**src/design/cmf_pkg.sv**
```systemverilog
`default_nettype none

package cmf_pkg;

  localparam int CMF_MAX_WIDTH  = 1024;
  localparam int CMF_MAX_RADIUS = 2;
  localparam int PIXEL_BITS     = 8;

  localparam int COL_BITS      = 11;
  localparam int ROW_BITS      = 16;
  localparam int CFG_IDX_BITS  = 2;
  localparam int CFG_DATA_BITS = 16;

  localparam logic [COL_BITS-1:0] WIDTH_RESET  = 11'd640;
  localparam logic [ROW_BITS-1:0] HEIGHT_RESET = 16'd480;

  typedef logic [PIXEL_BITS-1:0] pix_t;

  typedef enum logic [CFG_IDX_BITS-1:0] {
    REG_IMAGE_WIDTH   = 2'd0,
    REG_IMAGE_HEIGHT  = 2'd1,
    REG_RADIUS_SELECT = 2'd2,
    REG_FILTER_MODE   = 2'd3
  } cmf_reg_e;

  // control from the pixel pipeline to the window unit
  typedef struct packed {
    logic shift;
    logic radius2;
    logic take_max;
  } cmf_ctrl_t;

  function automatic pix_t pick_px(input pix_t a, input pix_t b, input logic take_max);
    pix_t res;
    if (take_max) begin
      res = (b > a) ? b : a;
    end else begin
      res = (b < a) ? b : a;
    end
    return res;
  endfunction

endpackage

`default_nettype wire

```
**src/design/cmf_window.sv**
```systemverilog
`default_nettype none

module cmf_window #(
  parameter int MAX_RADIUS = cmf_pkg::CMF_MAX_RADIUS
) (
  input  wire logic                                           clk_i,
  input  wire cmf_pkg::cmf_ctrl_t                             ctrl_i,
  input  wire logic [2*MAX_RADIUS:0][cmf_pkg::PIXEL_BITS-1:0] newcol_i,
  output cmf_pkg::pix_t                                       result_o
);

  import cmf_pkg::*;

  localparam int WIN = 2 * MAX_RADIUS + 1;
  localparam int IW  = $clog2(WIN);

  pix_t taps_q  [WIN][WIN];
  pix_t shifted [WIN][WIN];

  logic [IW-1:0] ctr;
  pix_t          acc_v;
  pix_t          acc_h;

  // window slides left, new column enters on the right
  always_comb begin
    for (int y = 0; y < WIN; y++) begin
      for (int x = 0; x < WIN - 1; x++) begin
        shifted[y][x] = taps_q[y][x+1];
      end
      shifted[y][WIN-1] = newcol_i[y];
    end
  end

  always_ff @(posedge clk_i) begin
    if (ctrl_i.shift) begin
      taps_q <= shifted;
    end
  end

  // cross centre sits r columns and rows in from the newest corner
  always_comb begin
    ctr   = ctrl_i.radius2 ? IW'(WIN - 3) : IW'(WIN - 2);
    acc_v = shifted[ctr][ctr];
    acc_h = shifted[ctr][ctr];
    for (int k = 0; k < WIN; k++) begin
      if (ctrl_i.radius2 ? (k >= WIN - 5) : (k >= WIN - 3)) begin
        acc_v = pick_px(acc_v, shifted[k][ctr], ctrl_i.take_max);
        acc_h = pick_px(acc_h, shifted[ctr][k], ctrl_i.take_max);
      end
    end
    result_o = pick_px(acc_v, acc_h, ctrl_i.take_max);
  end

endmodule

`default_nettype wire

```
**config.mk**
```make
export PLATFORM = sky130hd
export DESIGN_NAME = cmf_window
export DESIGN_NICKNAME = d
export VERILOG_FILES = /design/src/design/cmf_pkg.sv /design/src/design/cmf_window.sv
export SDC_FILE = /design/constraint.sdc
export NUM_CORES = 1
export LEC_CHECK = 0
export BUFFER_PORTS_ARGS = -buffer_cell sky130_fd_sc_hd__clkbuf_2
export CAP_MARGIN = 10
export CELL_PAD_IN_SITES_DETAIL_PLACEMENT = 0
export CELL_PAD_IN_SITES_GLOBAL_PLACEMENT = 1
export CORE_AREA = 5 5 143 145
export DETAILED_ROUTE_END_ITERATION = 6
export DIE_AREA = 0 0 148 150
export MAX_ROUTING_LAYER = met4
export PLACE_DENSITY = 0.77
export SYNTH_ARGS = -nofsm -noshare
export SYNTH_HDL_FRONTEND = slang
export SYNTH_SLANG_ARGS = --single-unit
```
**constraint.sdc**
```tcl
create_clock -name clk_i -period 13.64 [get_ports clk_i]
set_input_delay 0.682 -clock clk_i [delete_from_list [all_inputs] [get_ports clk_i]]
set_output_delay 0.682 -clock clk_i [all_outputs]
set_load 0.05 [all_outputs]
```
==> results.txt <==
----------------------------------------------------
[Outcome]
  Status ... finished, final reports clean

[Place]
  Half-perimeter wire length after placement ... 18.4 mm
  Input/output buffers ... 51
  Final GP Congestion ... 0.973
  DP Cell Count ... 1085

[Timing]
  Final Setup Violations ... 0
  Post-route clock period utilization ... 0.938
  Maximum clock rate ... 0.0781 GHz
  Normalized max-slew margin ... 0.378
  Unrepaired setup endpoints after global routing ... no
  Min Hold Slack ... 0.451 ns
  Worst Tran Pin Value ... 0.933 ns
  Min Tclk post-route ... 12.80 ns
  Post-route setup TNS ... 0 ns
  Post-route clock skew ... 0.00731 ns
  Final hold vios ... 0
  Max Slew Vio Count ... 0

[Global routing]
  Initial antenna violation count ... 0
  Final global-route overflow total ... 0
  Number of global-route vias before repair ... 6236
  Largest net degree at the start of global routing ... 75
  Total GRT Usage ... 0.221
  Global-route wire length before repair ... 36.3 mm

[Synth]
  Biggest area consumer among synthesized cells ... edfxtp_1
  Share of synthesized flip-flops with an asynchronous set or reset ... 0
  Post-synth net total ... 935
  Number of enable-type register cells in the synthesized netlist ... 112
  Share of Yosys cell area claimed by the top area cell type ... 0.399
  Synthesized flop and latch total ... 112
  Avg Inst Size Synth ... 10.5 sq um
  Synth cell types ... 61
  Prevailing post-synth register cell ... edfxtp_1
  Register area share after synthesis ... 0.399
  Cell types occupying the most area after synthesis ... edfxtp_1 40%, ha_1 13%, mux2_2 7.5%
  Netlist area before placement ... 0.00842 sq mm
  Post-synthesis cell count ... 803
  Yosys warns ... 0

[Worst setup path]
  Register-to-register setup slack ... 12.78 ns
  Origin of the critical flop-to-flop path ... shifted[97]
  Cell with the biggest individual delay on the critical path ... mux2_2
  Max Fanout on Critical Path ... 46
  Worst-case reg-to-reg path depth ... 0
  Maximum single-stage delay on the critical path ... 0.40 ns
  CP most frequent cell ... a21oi_1
  Startpoint-to-endpoint class of the critical path ... input pin to primary output
  Terminus of the critical flop-to-flop path ... shifted[105]
  Critical path launch point type ... input pin
  Buffers & Inverters on Critical Path ... 8
  Nature of the critical path endpoint ... primary output
  Required time of the critical path ... 12.96 ns
  Data arrival time at the worst-slack endpoint ... 12.11 ns
  Kind of cell adding the most delay to the critical path ... compound AO/OA/AOI/OAI gates

[Layout]
  Area growth syn-to-layout ... 12.1%
  Non-filler instance count after layout ... 1101
  Max FFs per register ... 112
  Number of filler instances in the final layout ... 1740
  Share of post-route cells with drive strength above 1 ... 0.227
  Post-layout net count ... 990
  Number of antenna diodes ... 0
  Most common library cell in the layout ignoring fill and taps ... edfxtp_1
  Most used cells in the layout excluding fill and tap cells ... 112 x edfxtp_1, 88 x ha_1, 77 x a21oi_1

[Flow run]
  Count of max-cap constraint violations ... 0

[Routing]
  Number of vias in the routed layout ... 6538
  # DRC ... 0
  Wire length reported by the detailed router ... 23.7 mm
  Number of DRC markers after the initial detailed-route iteration ... 507
  Routed WL per cell ... 21.5 microns
  1st-pass router iterations ... 5
  DRT antenna net count ... 0
  Routed via count divided by cell count ... 5.94

[Power]
  Ratio of total power to cell area ... 148 mW/mm^2
  Design Power ... 1.40 mW
  Static leakage ... 3.97 nW
  Peak supply drop ... 161 uV

[Die]
  Number of top-level pins ... 52
  Initial cell density of the core ... 0.442
  Die Y-Extent ... 150 microns
  Number of rows in the core area ... 51
  Die area ... 0.0222 sq mm
  Area of the core ... 0.0191 sq mm
  Die width ... 148 microns

[CTS]
  TritonCTS clock tree ... yes
  Clock transition at path regs ... 0.08 ns
  Number of sinks handled by clock tree synthesis ... 112
  Clock tree root driver cell ... clkbuf_16
  Number of H-tree levels ... 3
  Source-to-sink clock delay at the later pin of the worst-skew pair ... 0.37 ns
  Total CTS buffers ... 9
  Number of buffers inserted for hold repair after clock tree synthesis ... 0
  Maximum count of clock buffers along a single path ... 2

[Min path]
  Worst Hold Path EP ... shifted[20]
  WHS Path Cells ... 0
  Class of the worst hold path ... flip-flop to flip-flop
  Start point of the worst min-delay path ... shifted[12]

----------------------------------------------------
[routing by layer]
| layer | up-vias | part of all wire | track usage |
|---|---|---|---|
| met3 | 47 | 0.056 | 0.0236 |
| met1 | 3112 | 0.46 | 0.301 |
| li1 | 3169 | - | - |
| met5 | - | 0 | - |
| met2 | 210 | 0.45 | 0.335 |
| met4 | 0 | 0.036 | 0.100 |
[cells in the mapped netlist (22+ instances only)]
cell and number:
edfxtp_1 112, ha_1 88, a21oi_1 78, mux2_2 56, nor2_1 51, o21ai_0 49
inv_1 48, nand2_1 42, a21o_1 37, mux2i_1 28, nand4_1 26, nor2b_1 22
[power breakdown]
part | total, mW | leakage (nW) | internal (mW) | switching (mW)
Combinational | 0.674 | 2.72 | 0.269 | 0.405
Sequential | 0.430 | 1.10 | 0.408 | 0.0218
Clock | 0.295 | 0.158 | 0.163 | 0.132
Total | 1.40 | 3.97 | 0.840 | 0.559
[how the worst max path moves through the flow]
| stage | startpoint | end | slack (ns) | cells past startpoint |
|---|---|---|---|---|
| 6_report | ctrl_i[1] | result_o[1] | 0.84 | 57 |
| 5_1_grt | ctrl_i[1] | result_o[4] | 0.05 | 62 |
| 4_1_cts | ctrl_i[1] | result_o[1] | 0.08 | 56 |
| 3_5_place_dp | ctrl_i[1] | result_o[1] | 0.11 | 56 |
| 3_3_place_gp | ctrl_i[1] | result_o[1] | 0.11 | 57 |
| 2_1_floorplan | ctrl_i[1] | result_o[4] | 0.02 | 65 |
[kinds of logic after synthesis]
group / Yosys count / share of synthesized area
buf+inv: 87 / 0.0426
flops: 112 / 0.399
compound gates: 239 / 0.195
simple gates: 188 / 0.115
mux: 89 / 0.117
fa+ha+maj: 88 / 0.131
[per-stage QoR]
step,utilization,setup WS [ns],area (sq um)
after floorplan,-,0.0222,8420
after global placement,0.474,0.110,9050
after detailed placement,0.474,0.113,9050
after CTS,0.492,0.0778,9380
after global routing,0.495,0.0458,9440
final,0.495,0.844,9440
[final cells by class]
| type | count | area [sq um] | area share |
|---|---|---|---|
| Clock inverter | 7 | 101 | 0.0107 |
| Clock buffer | 9 | 225 | 0.0239 |
| Inverter | 50 | 188 | 0.0199 |
| Timing Repair Buffer | 81 | 507 | 0.0537 |
| Tap cell | 238 | 298 | 0.0315 |
| Multi-Input combinational cell | 604 | 4760 | 0.504 |
| Sequential cell | 112 | 3360 | 0.356 |
[what timing repair did]
action / CTS / global route
endpoints found under the setup margin: 0 / 8
buffers inserted: 0 / 0
resized for setup: 0 / 16
Power figures use the tool's default switching activity.
